[config.mk]
export PLATFORM = sky130hd
export DESIGN_NAME = lidar_frame_parser_top
export DESIGN_NICKNAME = d
export VERILOG_FILES = /design/src/lfp_pkg.sv /design/src/lfp_ram.sv /design/src/lfp_desc_fifo.sv /design/src/lfp_front.sv /design/src/lfp_back.sv /design/src/lidar_frame_parser_top.sv
export SDC_FILE = /design/constraint.sdc
export NUM_CORES = 2
export LEC_CHECK = 0
export BUFFER_PORTS_ARGS = -buffer_cell sky130_fd_sc_hd__clkbuf_2
export CAP_MARGIN = 0
export CORE_AREA = 5 5 384 386
export CTS_CLUSTER_DIAMETER = 150
export DETAILED_ROUTE_END_ITERATION = 8
export DIE_AREA = 0 0 389 391
export MAX_ROUTING_LAYER = met4
export SYNTH_ARGS = -nofsm -noshare
export SYNTH_HDL_FRONTEND = slang
export SYNTH_SLANG_ARGS = --single-unit
[constraint.sdc]
create_clock -name clk -period 9.2 [get_ports clk]
set_input_delay 0.92 -clock clk [delete_from_list [all_inputs] [get_ports clk]]
set_output_delay 0.92 -clock clk [all_outputs]
set_load 0.005 [all_outputs]
[src/lfp_pkg.sv]
// ----------------------------------------------------------------------------
// Lidar frame parser package
// Shared constants and the frame descriptor type passed from parser to
// point emitter.
// ----------------------------------------------------------------------------
package lfp_pkg;

  // Frame framing bytes.
  localparam logic [7:0] HDR_BYTE    = 8'h54;
  localparam logic [7:0] VERLEN_BYTE = 8'h2C;

  // Angles are in hundredths of a degree.
  localparam int          ANGLE_W     = 16;
  localparam logic [15:0] FULL_CIRCLE = 16'd36000;

  // Default number of points in one frame.
  localparam int POINTS_PER_FRAME_DEF = 12;

  // One point buffer word: distance in the upper bits, intensity below.
  localparam int DIST_W     = 16;
  localparam int INTENS_W   = 8;
  localparam int PT_DATA_W  = DIST_W + INTENS_W;

  // Frames that can be held between parser and emitter.
  localparam int FRAME_SLOTS = 2;

  typedef struct packed {
    logic [15:0] speed;
    logic [15:0] start_ang;
    logic [15:0] end_ang;
    logic [15:0] frame_time;
  } frame_desc_t;

endpackage

[src/lfp_ram.sv]
// ----------------------------------------------------------------------------
// Generic RAM
// Single write port, single read port with registered read data.
// ----------------------------------------------------------------------------
module lfp_ram #(
  parameter int WIDTH = 8,
  parameter int DEPTH = 16
) (
  input  logic                     clk,
  input  logic                     wr_en,
  input  logic [$clog2(DEPTH)-1:0] wr_addr,
  input  logic [WIDTH-1:0]         wr_data,
  input  logic                     rd_en,
  input  logic [$clog2(DEPTH)-1:0] rd_addr,
  output logic [WIDTH-1:0]         rd_data
);

  logic [WIDTH-1:0] mem [DEPTH];

  always_ff @(posedge clk) begin
    if (wr_en) begin
      mem[wr_addr] <= wr_data;
    end
    if (rd_en) begin
      rd_data <= mem[rd_addr];
    end
  end

endmodule

[src/lfp_desc_fifo.sv]
// ----------------------------------------------------------------------------
// Frame descriptor queue
// Short queue of completed frame headers between parser and emitter.
// ----------------------------------------------------------------------------
module lfp_desc_fifo (
  input  logic                clk,
  input  logic                rst,
  input  logic                push,
  input  lfp_pkg::frame_desc_t push_desc,
  input  logic                pop,
  output lfp_pkg::frame_desc_t head_desc,
  output logic                full,
  output logic                empty
);

  localparam int DEPTH = lfp_pkg::FRAME_SLOTS;
  localparam int PTR_W = (DEPTH > 1) ? $clog2(DEPTH) : 1;
  localparam int CNT_W = $clog2(DEPTH + 1);

  lfp_pkg::frame_desc_t mem [DEPTH];
  logic [PTR_W-1:0] wr_ptr;
  logic [PTR_W-1:0] rd_ptr;
  logic [CNT_W-1:0] count;
  logic             do_push;
  logic             do_pop;

  assign full      = (count == CNT_W'(DEPTH));
  assign empty     = (count == '0);
  assign head_desc = mem[rd_ptr];
  assign do_push   = push && !full;
  assign do_pop    = pop && !empty;

  always_ff @(posedge clk) begin
    if (do_push) begin
      mem[wr_ptr] <= push_desc;
    end
    if (rst) begin
      wr_ptr <= '0;
      rd_ptr <= '0;
      count  <= '0;
    end else begin
      if (do_push) begin
        wr_ptr <= (wr_ptr == PTR_W'(DEPTH - 1)) ? '0 : wr_ptr + 1'b1;
      end
      if (do_pop) begin
        rd_ptr <= (rd_ptr == PTR_W'(DEPTH - 1)) ? '0 : rd_ptr + 1'b1;
      end
      if (do_push && !do_pop) begin
        count <= count + 1'b1;
      end else if (do_pop && !do_push) begin
        count <= count - 1'b1;
      end
    end
  end

endmodule

[src/lfp_front.sv]
// ----------------------------------------------------------------------------
// Frame parser front end
// Hunts for the frame header, collects frame fields and writes point data
// into the slot of the point buffer that belongs to the current frame.
// ----------------------------------------------------------------------------
module lfp_front #(
  parameter int POINTS_PER_FRAME = lfp_pkg::POINTS_PER_FRAME_DEF,
  parameter int PT_W             = 4
) (
  input  logic                          clk,
  input  logic                          rst,
  input  logic                          byte_valid,
  input  logic [7:0]                    rx_byte,
  output logic                          desc_push,
  output lfp_pkg::frame_desc_t          desc,
  output logic                          pt_wr_en,
  output logic [PT_W:0]                 pt_wr_addr,
  output logic [lfp_pkg::PT_DATA_W-1:0] pt_wr_data
);

  localparam int DATA_BYTES = 9 + 3 * POINTS_PER_FRAME;
  localparam int CNT_W      = $clog2(DATA_BYTES);
  localparam int PTS_END    = 4 + 3 * POINTS_PER_FRAME;

  typedef enum logic [1:0] {
    HUNT,
    VER,
    DATA
  } phase_t;

  phase_t           phase;
  logic [CNT_W-1:0] byte_count;
  logic [1:0]       trip;
  logic [PT_W-1:0]  pt_idx;
  logic             wslot;
  logic [7:0]       dist_lo;
  logic [7:0]       dist_hi;
  logic             in_points;
  logic             last_byte;

  assign in_points  = (byte_count >= CNT_W'(4)) && (byte_count < CNT_W'(PTS_END));
  assign last_byte  = (byte_count == CNT_W'(DATA_BYTES - 1));
  assign desc_push  = byte_valid && (phase == DATA) && last_byte;
  assign pt_wr_en   = byte_valid && (phase == DATA) && in_points && (trip == 2'd2);
  assign pt_wr_addr = {wslot, pt_idx};
  assign pt_wr_data = {dist_hi, dist_lo, rx_byte};

  always_ff @(posedge clk) begin
    if (rst) begin
      phase      <= HUNT;
      byte_count <= '0;
      trip       <= '0;
      pt_idx     <= '0;
      wslot      <= 1'b0;
    end else if (byte_valid) begin
      case (phase)
        HUNT: begin
          phase      <= (rx_byte == lfp_pkg::HDR_BYTE) ? VER : HUNT;
          byte_count <= '0;
        end
        VER: begin
          phase      <= (rx_byte == lfp_pkg::VERLEN_BYTE) ? DATA : HUNT;
          byte_count <= '0;
          trip       <= '0;
          pt_idx     <= '0;
        end
        DATA: begin
          if (last_byte) begin
            phase      <= HUNT;
            byte_count <= '0;
            wslot      <= ~wslot;
          end else begin
            byte_count <= byte_count + 1'b1;
          end
          if (in_points) begin
            if (trip == 2'd2) begin
              trip   <= '0;
              pt_idx <= pt_idx + 1'b1;
            end else begin
              trip <= trip + 1'b1;
            end
          end
        end
        default: begin
          phase      <= (rx_byte == lfp_pkg::HDR_BYTE) ? VER : HUNT;
          byte_count <= '0;
        end
      endcase
    end
  end

  // Frame fields are plain payload registers, written as their bytes arrive.
  always_ff @(posedge clk) begin
    if (byte_valid && (phase == DATA)) begin
      if (byte_count == CNT_W'(0)) begin
        desc.speed[7:0] <= rx_byte;
      end else if (byte_count == CNT_W'(1)) begin
        desc.speed[15:8] <= rx_byte;
      end else if (byte_count == CNT_W'(2)) begin
        desc.start_ang[7:0] <= rx_byte;
      end else if (byte_count == CNT_W'(3)) begin
        desc.start_ang[15:8] <= rx_byte;
      end else if (in_points) begin
        if (trip == 2'd0) begin
          dist_lo <= rx_byte;
        end else if (trip == 2'd1) begin
          dist_hi <= rx_byte;
        end
      end else if (byte_count == CNT_W'(PTS_END)) begin
        desc.end_ang[7:0] <= rx_byte;
      end else if (byte_count == CNT_W'(PTS_END + 1)) begin
        desc.end_ang[15:8] <= rx_byte;
      end else if (byte_count == CNT_W'(PTS_END + 2)) begin
        desc.frame_time[7:0] <= rx_byte;
      end else if (byte_count == CNT_W'(PTS_END + 3)) begin
        desc.frame_time[15:8] <= rx_byte;
      end
    end
  end

endmodule

[src/lfp_back.sv]
// ----------------------------------------------------------------------------
// Point emitter back end
// Works out the frame span and sweep total, splits the span over the points
// with a reciprocal multiply, and emits one point word at a time.
// ----------------------------------------------------------------------------
module lfp_back #(
  parameter int POINTS_PER_FRAME = lfp_pkg::POINTS_PER_FRAME_DEF,
  parameter int PT_W             = 4
) (
  input  logic                          clk,
  input  logic                          rst,
  input  logic                          desc_empty,
  input  lfp_pkg::frame_desc_t          desc,
  output logic                          desc_pop,
  output logic                          rd_en,
  output logic [PT_W:0]                 rd_addr,
  input  logic [lfp_pkg::PT_DATA_W-1:0] rd_data,
  input  logic                          pop,
  output logic                          empty,
  output logic [15:0]                   point_angle,
  output logic [15:0]                   distance,
  output logic [7:0]                    intensity,
  output logic [3:0]                    point_index,
  output logic [15:0]                   spin_speed,
  output logic [15:0]                   frame_time,
  output logic                          last_of_frame,
  output logic                          sweep_done
);

  localparam int AW    = lfp_pkg::ANGLE_W;
  localparam int REM_W = $clog2(POINTS_PER_FRAME) + 1;
  localparam int SH    = AW + $clog2(POINTS_PER_FRAME);
  localparam int RCP_W = AW + 1;
  localparam int PRD_W = AW + RCP_W;
  localparam logic [REM_W:0]   DIV_EXT  = (REM_W + 1)'(POINTS_PER_FRAME);
  localparam logic [AW:0]      CIRC_EXT = {1'b0, lfp_pkg::FULL_CIRCLE};
  localparam logic [AW-1:0]    PTS_AW   = AW'(POINTS_PER_FRAME);
  // Rounded-up reciprocal of the point count; the quotient is exact for any
  // 16-bit span at this shift.
  localparam logic [RCP_W-1:0] RECIP    =
    RCP_W'(((64'd1 << SH) + 64'(POINTS_PER_FRAME) - 64'd1) / 64'(POINTS_PER_FRAME));

  typedef enum logic [2:0] {
    B_IDLE,
    B_FOLD,
    B_SPAN,
    B_DIV,
    B_REM,
    B_READ,
    B_LOAD
  } bstate_t;

  bstate_t          state;
  logic [AW-1:0]    s_ang;
  logic [AW-1:0]    e_ang;
  logic [AW-1:0]    span;
  logic [AW:0]      sweep;
  logic             full_flag;
  logic [AW-1:0]    q_step;
  logic [REM_W-1:0] r_step;
  logic [AW-1:0]    q_acc;
  logic [REM_W-1:0] r_acc;
  logic [PT_W-1:0]  j;
  logic             rslot;
  logic             out_valid;

  logic [AW-1:0]    s_fold;
  logic [AW-1:0]    e_fold;
  logic [AW-1:0]    span_c;
  logic [AW:0]      sweep_sum;
  logic [PRD_W-1:0] prod;
  logic [AW-1:0]    q_c;
  logic [AW-1:0]    q_times;
  logic [REM_W-1:0] r_c;
  logic [REM_W:0]   r_sum;
  logic             r_wrap;
  logic [AW:0]      ang_sum;
  logic [AW-1:0]    ang;
  logic             is_last;
  logic             out_free;
  logic             load_go;

  always_comb begin
    s_fold = (desc.start_ang >= lfp_pkg::FULL_CIRCLE) ?
             desc.start_ang - lfp_pkg::FULL_CIRCLE : desc.start_ang;
    e_fold = (desc.end_ang >= lfp_pkg::FULL_CIRCLE) ?
             desc.end_ang - lfp_pkg::FULL_CIRCLE : desc.end_ang;
    // A start past the end means the frame crossed zero degrees.
    span_c = (s_ang > e_ang) ? (lfp_pkg::FULL_CIRCLE - s_ang + e_ang) : (e_ang - s_ang);
    sweep_sum = sweep + {1'b0, span_c};

    // Quotient of the span by the point count, remainder one step later.
    prod    = {{RCP_W{1'b0}}, span} * {{AW{1'b0}}, RECIP};
    q_c     = AW'(prod >> SH);
    q_times = q_step * PTS_AW;
    r_c     = REM_W'(span - q_times);

    // Running quotient and remainder of j*span/points.
    r_sum  = {1'b0, r_acc} + {1'b0, r_step};
    r_wrap = (r_sum >= DIV_EXT);

    ang_sum = {1'b0, s_ang} + {1'b0, q_acc};
    ang     = (ang_sum >= CIRC_EXT) ? AW'(ang_sum - CIRC_EXT) : ang_sum[AW-1:0];
  end

  assign is_last  = (j == PT_W'(POINTS_PER_FRAME - 1));
  assign out_free = !out_valid || pop;
  assign load_go  = (state == B_LOAD) && out_free;
  assign desc_pop = load_go && is_last;
  assign rd_en    = (state == B_READ);
  assign rd_addr  = {rslot, j};
  assign empty    = !out_valid;

  always_ff @(posedge clk) begin
    if (rst) begin
      state     <= B_IDLE;
      sweep     <= '0;
      rslot     <= 1'b0;
      out_valid <= 1'b0;
    end else begin
      if (load_go) begin
        out_valid <= 1'b1;
      end else if (pop) begin
        out_valid <= 1'b0;
      end
      case (state)
        B_IDLE: begin
          if (!desc_empty) begin
            state <= B_FOLD;
          end
        end
        B_FOLD: begin
          s_ang <= s_fold;
          e_ang <= e_fold;
          state <= B_SPAN;
        end
        B_SPAN: begin
          span <= span_c;
          if (sweep_sum >= CIRC_EXT) begin
            sweep     <= '0;
            full_flag <= 1'b1;
          end else begin
            sweep     <= sweep_sum;
            full_flag <= 1'b0;
          end
          state <= B_DIV;
        end
        B_DIV: begin
          q_step <= q_c;
          state  <= B_REM;
        end
        B_REM: begin
          r_step <= r_c;
          q_acc  <= '0;
          r_acc  <= '0;
          j      <= '0;
          state  <= B_READ;
        end
        B_READ: begin
          state <= B_LOAD;
        end
        B_LOAD: begin
          if (load_go) begin
            point_angle   <= ang;
            distance      <= rd_data[lfp_pkg::PT_DATA_W-1:lfp_pkg::INTENS_W];
            intensity     <= rd_data[lfp_pkg::INTENS_W-1:0];
            point_index   <= 4'(j);
            spin_speed    <= desc.speed;
            frame_time    <= desc.frame_time;
            last_of_frame <= is_last;
            sweep_done    <= is_last && full_flag;
            if (r_wrap) begin
              r_acc <= REM_W'(r_sum - DIV_EXT);
              q_acc <= q_acc + q_step + 1'b1;
            end else begin
              r_acc <= REM_W'(r_sum);
              q_acc <= q_acc + q_step;
            end
            if (is_last) begin
              rslot <= ~rslot;
              state <= B_IDLE;
            end else begin
              j     <= j + 1'b1;
              state <= B_READ;
            end
          end
        end
        default: begin
          state <= B_IDLE;
        end
      endcase
    end
  end

endmodule

[src/lidar_frame_parser_top.sv]
// ----------------------------------------------------------------------------
// Lidar frame parser
// Byte-serial frame parser with a two-frame queue to a point emitter.
// ----------------------------------------------------------------------------
// Input: one byte per cycle while full is low; full rises only while two
// completed frames wait. After the crc, an idle emitter takes a frame through
// the fold, span, reciprocal divide and remainder steps, then each point
// through a registered point buffer read and a load that stalls while the
// output word is not popped. The first point appears at the first load.
// Reset (rst, synchronous): clears the parser phase, the frame queue, the
// sweep total and the output; the point buffer is not cleared.
module lidar_frame_parser_top #(
  parameter int POINTS_PER_FRAME = lfp_pkg::POINTS_PER_FRAME_DEF
) (
  input  logic        clk,
  input  logic        rst,
  input  logic        push,
  output logic        full,
  input  logic [7:0]  rx_byte,
  output logic        empty,
  input  logic        pop,
  output logic [15:0] point_angle,
  output logic [15:0] distance,
  output logic [7:0]  intensity,
  output logic [3:0]  point_index,
  output logic [15:0] spin_speed,
  output logic [15:0] frame_time,
  output logic        last_of_frame,
  output logic        sweep_done
);

  localparam int PT_W      = (POINTS_PER_FRAME > 1) ? $clog2(POINTS_PER_FRAME) : 1;
  localparam int RAM_DEPTH = lfp_pkg::FRAME_SLOTS << PT_W;

  logic                          byte_valid;
  logic                          desc_push;
  lfp_pkg::frame_desc_t          front_desc;
  lfp_pkg::frame_desc_t          head_desc;
  logic                          desc_pop;
  logic                          desc_empty;
  logic                          pt_wr_en;
  logic [PT_W:0]                 pt_wr_addr;
  logic [lfp_pkg::PT_DATA_W-1:0] pt_wr_data;
  logic                          rd_en;
  logic [PT_W:0]                 rd_addr;
  logic [lfp_pkg::PT_DATA_W-1:0] rd_data;

  assign byte_valid = push && !full;

  lfp_front #(
    .POINTS_PER_FRAME(POINTS_PER_FRAME),
    .PT_W            (PT_W)
  ) u_front (
    .clk       (clk),
    .rst       (rst),
    .byte_valid(byte_valid),
    .rx_byte   (rx_byte),
    .desc_push (desc_push),
    .desc      (front_desc),
    .pt_wr_en  (pt_wr_en),
    .pt_wr_addr(pt_wr_addr),
    .pt_wr_data(pt_wr_data)
  );

  lfp_desc_fifo u_fifo (
    .clk      (clk),
    .rst      (rst),
    .push     (desc_push),
    .push_desc(front_desc),
    .pop      (desc_pop),
    .head_desc(head_desc),
    .full     (full),
    .empty    (desc_empty)
  );

  lfp_ram #(
    .WIDTH(lfp_pkg::PT_DATA_W),
    .DEPTH(RAM_DEPTH)
  ) u_pt_ram (
    .clk    (clk),
    .wr_en  (pt_wr_en),
    .wr_addr(pt_wr_addr),
    .wr_data(pt_wr_data),
    .rd_en  (rd_en),
    .rd_addr(rd_addr),
    .rd_data(rd_data)
  );

  lfp_back #(
    .POINTS_PER_FRAME(POINTS_PER_FRAME),
    .PT_W            (PT_W)
  ) u_back (
    .clk          (clk),
    .rst          (rst),
    .desc_empty   (desc_empty),
    .desc         (head_desc),
    .desc_pop     (desc_pop),
    .rd_en        (rd_en),
    .rd_addr      (rd_addr),
    .rd_data      (rd_data),
    .pop          (pop),
    .empty        (empty),
    .point_angle  (point_angle),
    .distance     (distance),
    .intensity    (intensity),
    .point_index  (point_index),
    .spin_speed   (spin_speed),
    .frame_time   (frame_time),
    .last_of_frame(last_of_frame),
    .sweep_done   (sweep_done)
  );

endmodule

### Word-level counts from Yosys, hierarchy flattened

Memory sizes are Yosys's and may differ from the RTL's. A register that Yosys moved wholly into a read port is not among the register bits.
Cells that the tools add are included.

| operators by class | value |
|---|---|
| $lt $le $gt $ge | 8 |
| $mul | 2 |
| reductions and logical operators | 50 |
| bitwise gates (word level) | 12 |
| add/subtract/negate cells | 21 |
| mux-type cells | 43 |
| eq/ne operators | 28 |

Operators by type and width:

| operator | count |
|---|---|
| 16-bit two-way mux | 6 |
| 16-bit subtractor, second input constant | 3 |
| 17-bit by 16-bit greater-or-equal comparator with 1-bit output, second input constant | 2 |
| 16-bit greater-or-equal comparator, second input constant | 2 |
| 16-bit by 16-bit multiplier with 32-bit output, second input constant | 1 |
| 16-bit one-hot mux with 2 select lines | 1 |
| 6-bit == test, second input constant | 5 |
| 3-bit one-hot mux with 7 select lines | 1 |
| 3-bit AND reduction | 6 |
| 16-bit by 16-bit adder with 17-bit output | 1 |
| 17-bit by 16-bit adder with 17-bit output | 1 |
| 17-bit two-way mux | 1 |
| 16-bit by 1-bit adder with 16-bit output, second input constant | 1 |
| 16-bit by 13-bit adder with 16-bit output | 1 |
| 16-bit adder | 1 |
| 16-bit > comparator | 1 |
| 4-bit two-way mux | 4 |
| 4-bit one-hot mux with 2 select lines | 2 |
| 8-bit AND reduction | 2 |
| 16-bit subtractor | 1 |
| 16-bit subtractor, first input constant | 1 |
| 2-bit AND reduction | 7 |
| 7-bit AND reduction | 2 |
| 1-bit logical AND | 13 |
| 42 further kinds | 98 |

| word-level totals | value |
|---|---|
| bits in registers | 291 |
| output and inout bits | 80 |
| word-level logic and storage cells | 205 |
| memory bits (writable) | 896 |
| memories | 2 |

Memories:

| name | words | bits a word | rd ports | clocked after Yosys merged registers in | write ports | RTL line | RTL |
|---|---|---|---|---|---|---|---|
| u_pt_ram.mem | 32 | 24 | 1 | 1 | 1 | lfp_ram.sv:18 | `logic [WIDTH-1:0] mem [DEPTH];` |
| u_fifo.mem | 2 | 64 | 1 | 1 | 1 | lfp_desc_fifo.sv:20 | `lfp_pkg::frame_desc_t mem [DEPTH];` |

### Depth between registers and ports, before layout

| depth | value |
|---|---|
| depth in word-level cells | 10 |
| gate-level depth with buffers | 25 |
| gate-level depth less buffers | 23 |

### Cells and area by module

A second synthesis with hierarchy kept.

| unflattened totals | value |
|---|---|
| cell total of the unflattened synthesis | 3600 |
| area total of the unflattened synthesis | 54848.9 sq um |

By module, submodules not included:

| module | times used | cells each | area an instance (sq um) |
|---|---|---|---|
| lfp_ram | 1 | 1711 | 30718.2 |
| lfp_back | 1 | 1447 | 15757.6 |
| lfp_desc_fifo | 1 | 224 | 4832.1 |
| lfp_front | 1 | 217 | 3527.1 |
| lidar_frame_parser_top | 1 | 1 | 13.8 |

### Worst setup path after synthesis

OpenSTA, ideal clock, no wires.

| timing | value |
|---|---|
| path kind | input-to-reg |
| start | input port rst |
| end | register u_back.distance[0] (enable) |
| slack | 2202 ps |
| buffers on the path | 0 |
| setup time | 610 ps |
| stages on the path | 2 |
| arrival time | 6388 ps |
| cell sequence | nand2b_1 nor3_1 |

| on the way | value |
|---|---|
| longest elaborated chain between the ends | 2 |

RTL lines:

| element | RTL line | RTL |
|---|---|---|
| from (decl) | lidar_frame_parser_top.sv:16 | `input logic rst,` |
| 1-bit inverter (no source line) | - |  |
| 3-bit AND reduction (no source line) | - |  |
| to (signal assigned) | lfp_back.sv:165 | `distance <= rd_data[lfp_pkg::PT_DATA_W-1:lfp_pkg::INTENS_W];` |
| to (decl) | lfp_back.sv:21 | `output logic [15:0] distance,` |

Every way passes these cells.
A chain may end at the register's enable or synchronous reset.

### Worst setup path after layout

| timing | value |
|---|---|
| start | register u_back.s_ang[0] |
| end | register u_back.sweep[2] |

| on the way | value |
|---|---|
| longest elaborated chain between the ends | 6 |
| elaborated cells on any way between the ends | 8 |

RTL lines:

| element | RTL line | RTL |
|---|---|---|
| from (decl) | lfp_back.sv:54 | `logic [AW-1:0] s_ang;` |
| from (signal assigned) | lfp_back.sv:133 | `s_ang <= s_fold;` |
| 16-bit subtractor | lfp_back.sv:89 | `span_c = (s_ang > e_ang) ? (lfp_pkg::FULL_CIRCLE - s_ang + e_ang) : (e_ang - s_ang);` |
| 16-bit adder | lfp_back.sv:89 |  |
| 16-bit two-way mux * | lfp_back.sv:89 |  |
| named net u_back.span_c[2] | lfp_back.sv:69 | `logic [AW-1:0] span_c;` |
| 17-bit by 16-bit adder with 17-bit output * | lfp_back.sv:90 | `sweep_sum = sweep + {1'b0, span_c};` |
| 17-bit by 16-bit greater-or-equal comparator with 1-bit output | lfp_back.sv:139 | `if (sweep_sum >= CIRC_EXT) begin` |
| 17-bit two-way mux * | lfp_back.sv:139 |  |
| to (signal assigned) | lfp_back.sv:143 | `sweep <= sweep_sum;` |
| to (decl) | lfp_back.sv:57 | `logic [AW:0] sweep;` |

Mark *: on every way through the listed nets, which the timed path passes. The rest lies on a longest branch.

==> flow_summary.toml <==
[synthesis]
synthFlopType = "edfxtp_1"
synth_top_family_by_area = "multiplexers"
synth_most_common_cell = "edfxtp_1"
synth_edf_count = 1170
synth_top_area_share_pct = 65.0
syn_area_per_cell_um2 = 17.4
syn-instance-count = 3100
synth_cell_types = 75
synthMuxAreaShare_pct = 12.0
ys.warnings.count = 0
ys_ff_latch = 1212
synthTopCellsByArea = "edfxtp_1 (65%), mux4_2 (10%), ha_1 (5.3%), fa_1 (3.6%), inv_1 (1.8%)"
syn_nets = 3439
synthXorXnorAreaFrac_pct = 2.07
ys_seq_area_share_pct = 66.6
synth_commonest_cells = "edfxtp_1 (1,170), inv_1 (261), mux4_2 (240)"
ys_async_sr_fraction_pct = 0
synth_fa_ha_area_share_pct = 8.92
netlist_area_um2 = 54000
synth_simple_gate_area_share_pct = 3.84
synth_top_area_cell = "edfxtp_1"
synth_compound_area_share_pct = 4.13

[worst_setup_path]
worst-path-buf-inv = 1
worstPathCellList = "ha_1 > fa_1 > inv_1 > a31o_2 > a31oi_1 > o21ai_0 > a31oi_1 > o31ai_1 > a21o_1 > nor2_1 > a21oi_1 > ha_1 > o21a_1 > a2111o_1 > a311o_1 > xnor2_1 > nor2_1 > a2111oi_4 > o41ai_2 > and3_1 > a32o_1"
end_kind = "register"
ff2ff_path_depth = 21
cp-start-kind = "register"
r2r_start = "u_back.s_ang[0]"
arrival_ps = 6980
critPathKind = "register to register"
crit_slowest_cell = "a21o_1"
worstReg2RegEnd = "u_back.sweep[2]"
critPathTopFamily = "compound AO/OA/AOI/OAI gates"
cp_max_fo = 23
cpPeakStageDelay_ps = 610
r2r_slack_ps = 2860
critical_path_required_ps = 9840

[sta]
worst_pin_slew_ps = 1260
fmax_mhz = 158
hold_violations = 0
clock_skew_ps = 49.9
fin_crit_sh_pct = 68.9
relSlewSlack_pct = 15.4
fin_tns_setup_ps = 0
period_minus_slack_ps = 6340
drv_slew = 0
rsz0062_at_grt = "no"
final-setup-viol-count = 0

[detailed_routing]
drtIter0Drc = 2187
num_vias = 27646
first_pass_iters = 8
drc = 0
post_drt_wl_per_cell_um = 23.3
ant_nets = 0
drt-total-wl_mm = 123
drt-vias-per-instance = 5.24

[grt]
grt.overflow.total = 0
antenna_found_initial = 11
grt_pass1_vias = 27923
grt_max_degree = 112
grt_pass1_wl_mm = 182
grtUsageTotal_pct = 16.5

[hold_path]
worstHoldPathCells = 0
hold_path.class = "register to register"
worstHoldStart = "u_pt_ram.rd_data[19]"
holdPathEnd = "u_back.distance[11]"

[power_and_ir_drop]
p_sw_mw = 2.13
p_total_mw = 10.8
switching_share_pct = 19.7
power_frac_comb_pct = 0.4
p_leak_nw = 20.9
internal_power_mw = 8.65
p_per_area_nw_per_um2 = 176
seqPwrFrac_pct = 55.5
vdd_drop_max_mv = 0.152
clkPwrFrac_pct = 44.1

[clock_tree]
cts_tree = "built"
cts_hold_buf = 0
cts_root_buf = "clkbuf_16"
cts_resized = 0
htreeDepth = 3
cts_buffer_depth = 3
insertion_delay_ps = 740
postCtsSetupRepairBufs = 0
cts_sinks = 1212
cts_made_buffers = 114
clk_pin_slew_ps = 60

[status]
status = "complete, no violations"

[flow_run]
drv_cap = 0

[floorplan]
start_util_pct = 37.8
dieArea_um2 = 152000
pin_count = 92
die_h_um = 391
rows = 139
die_w_um = 389
coreArea_um2 = 143000

[placed_design]
routabilityCongestion = 0.842
dpl.hpwl_mm = 74.1
port_buffers = 91

[finish]
nets = 3613
drive_gt1_share_pct = 20.8
fin_util_pct = 42.7
area_growth_pct = 13.1
-- flip-flops by register name (all words and copies together) (netlist names), 4 cells and up, named ones only --
signal / cells
u_pt_ram.mem: 768
u_pt_ram.rd_data: 24
u_fifo.mem: 128
u_front.desc: 64
u_back.q_acc: 16
u_back.span: 16
u_back.e_ang: 16
u_back.r_acc: 5
u_front.byte_count: 6
u_back.j: 4
u_back.s_ang: 16
u_back.spin_speed: 16
u_front.pt_idx: 4
u_back.distance: 16
u_front.dist_lo: 8
u_front.dist_hi: 8
u_back.intensity: 8
u_back.point_angle: 16
u_back.sweep: 17
u_back.r_step: 5
u_back.q_step: 13
u_back.point_index: 4
u_back.frame_time: 16
-- cell families after synthesis --
family,count (synthesis)
flops,1212
simple gates,423
buf+inv,350
mux,341
fa+ha+maj,327
compound gates,319
xor+xnor,128
-- worst reg2reg max path, stage by stage (launching register included) --
cell       delay [ps]
edfxtp_1          410
ha_1              240
fa_1              400
inv_1              80
a31o_2            180
a31oi_1           120
o21ai_0           290
a31oi_1           180
o31ai_1           400
a21o_1            620
nor2_1             90
a21oi_1           210
ha_1              300
o21a_1            240
a2111o_1          460
a311o_1           380
xnor2_1           170
nor2_1            190
a2111oi_4         100
o41ai_2           450
and3_1            520
a32o_1            240
-- power groups by stage --
stage	sequential, mW	combinational [mW]	clock [mW]
floorplan	6.10	0.00666	0
global placement	6.10	0.0444	0
detailed placement	6.10	0.0451	0
CTS	5.98	0.0452	4.87
global route	5.97	0.0480	5.11
finish	5.98	0.0444	4.76
-- metrics by stage --
step,hold WS [ps],cell area (um2),setup slack [ps],std cells
after CTS,420,61100,2840,5275
after global placement,403,57300,2960,5061
after detailed placement,406,57300,2860,5061
after floorplan,400,54000,2200,3100
after global routing,427,61100,2360,5275
final,420,61100,2860,5276
-- how the worst max path moves through the flow --
| stage | start | end | slack, ps | cells after the start |
|---|---|---|---|---|
| after detailed placement | u_back.s_ang[0] | u_back.sweep[2] | 2860 | 21 |
| after global routing | u_back.s_ang[0] | u_back.sweep[2] | 2360 | 21 |
| after CTS | u_back.s_ang[0] | u_back.sweep[2] | 2840 | 21 |
| final | u_back.s_ang[0] | u_back.sweep[2] | 2860 | 21 |
| after global placement | u_back.s_ang[0] | u_back.sweep[2] | 2960 | 21 |
| after floorplan | rst | u_back.distance[0] | 2200 | 2 |
-- per-layer routing --
| layer | track usage [%] | part of all wire (%) | up-vias |
|---|---|---|---|
| met5 | - | 0 | - |
| met4 | 3.25 | 1.8 | 0 |
| met3 | 2.60 | 5.5 | 153 |
| met2 | 26.1 | 48 | 711 |
| met1 | 22.9 | 45 | 14388 |
| li1 | - | - | 12394 |
-- layout make-up --
cell class / count / area, um2
Multi-Input combinational cell: 1538 / 17000
Timing Repair Buffer: 147 / 913
Fill cell: 12489 / 82000
Tap cell: 1903 / 2380
Sequential cell: 1212 / 36000
Clock inverter: 80 / 877
Antenna cell: 1 / 2.50
Inverter: 261 / 980
Clock buffer: 134 / 2930
-- cell usage in the layout (no fill, tap or decap), drive strengths merged, types with 13 or more instances in the layout --
master | Yosys | routed
edfxtp | 1170 | 1170
inv | 261 | 265
mux4 | 240 | 240
ha | 230 | 230
clkbuf | 69 | 225
nor2 | 144 | 144
fa | 97 | 97
xnor2 | 89 | 89
a21oi | 80 | 80
nand2 | 79 | 79
mux2 | 68 | 68
clkinv | 0 | 61
buf | 20 | 56
o21ai | 53 | 53
dfxtp | 42 | 42
nor3 | 41 | 41
xor2 | 39 | 39
mux2i | 33 | 33
nand2b | 24 | 24
a21o | 21 | 21
nand3 | 20 | 20
a211oi | 20 | 20
a31oi | 16 | 16
and3 | 16 | 16
o21a | 15 | 15
and2 | 15 | 15
nand4 | 13 | 13
a22o | 13 | 13
bufinv | 0 | 13
nor4 | 13 | 13
Power figures use the tool's default switching activity.
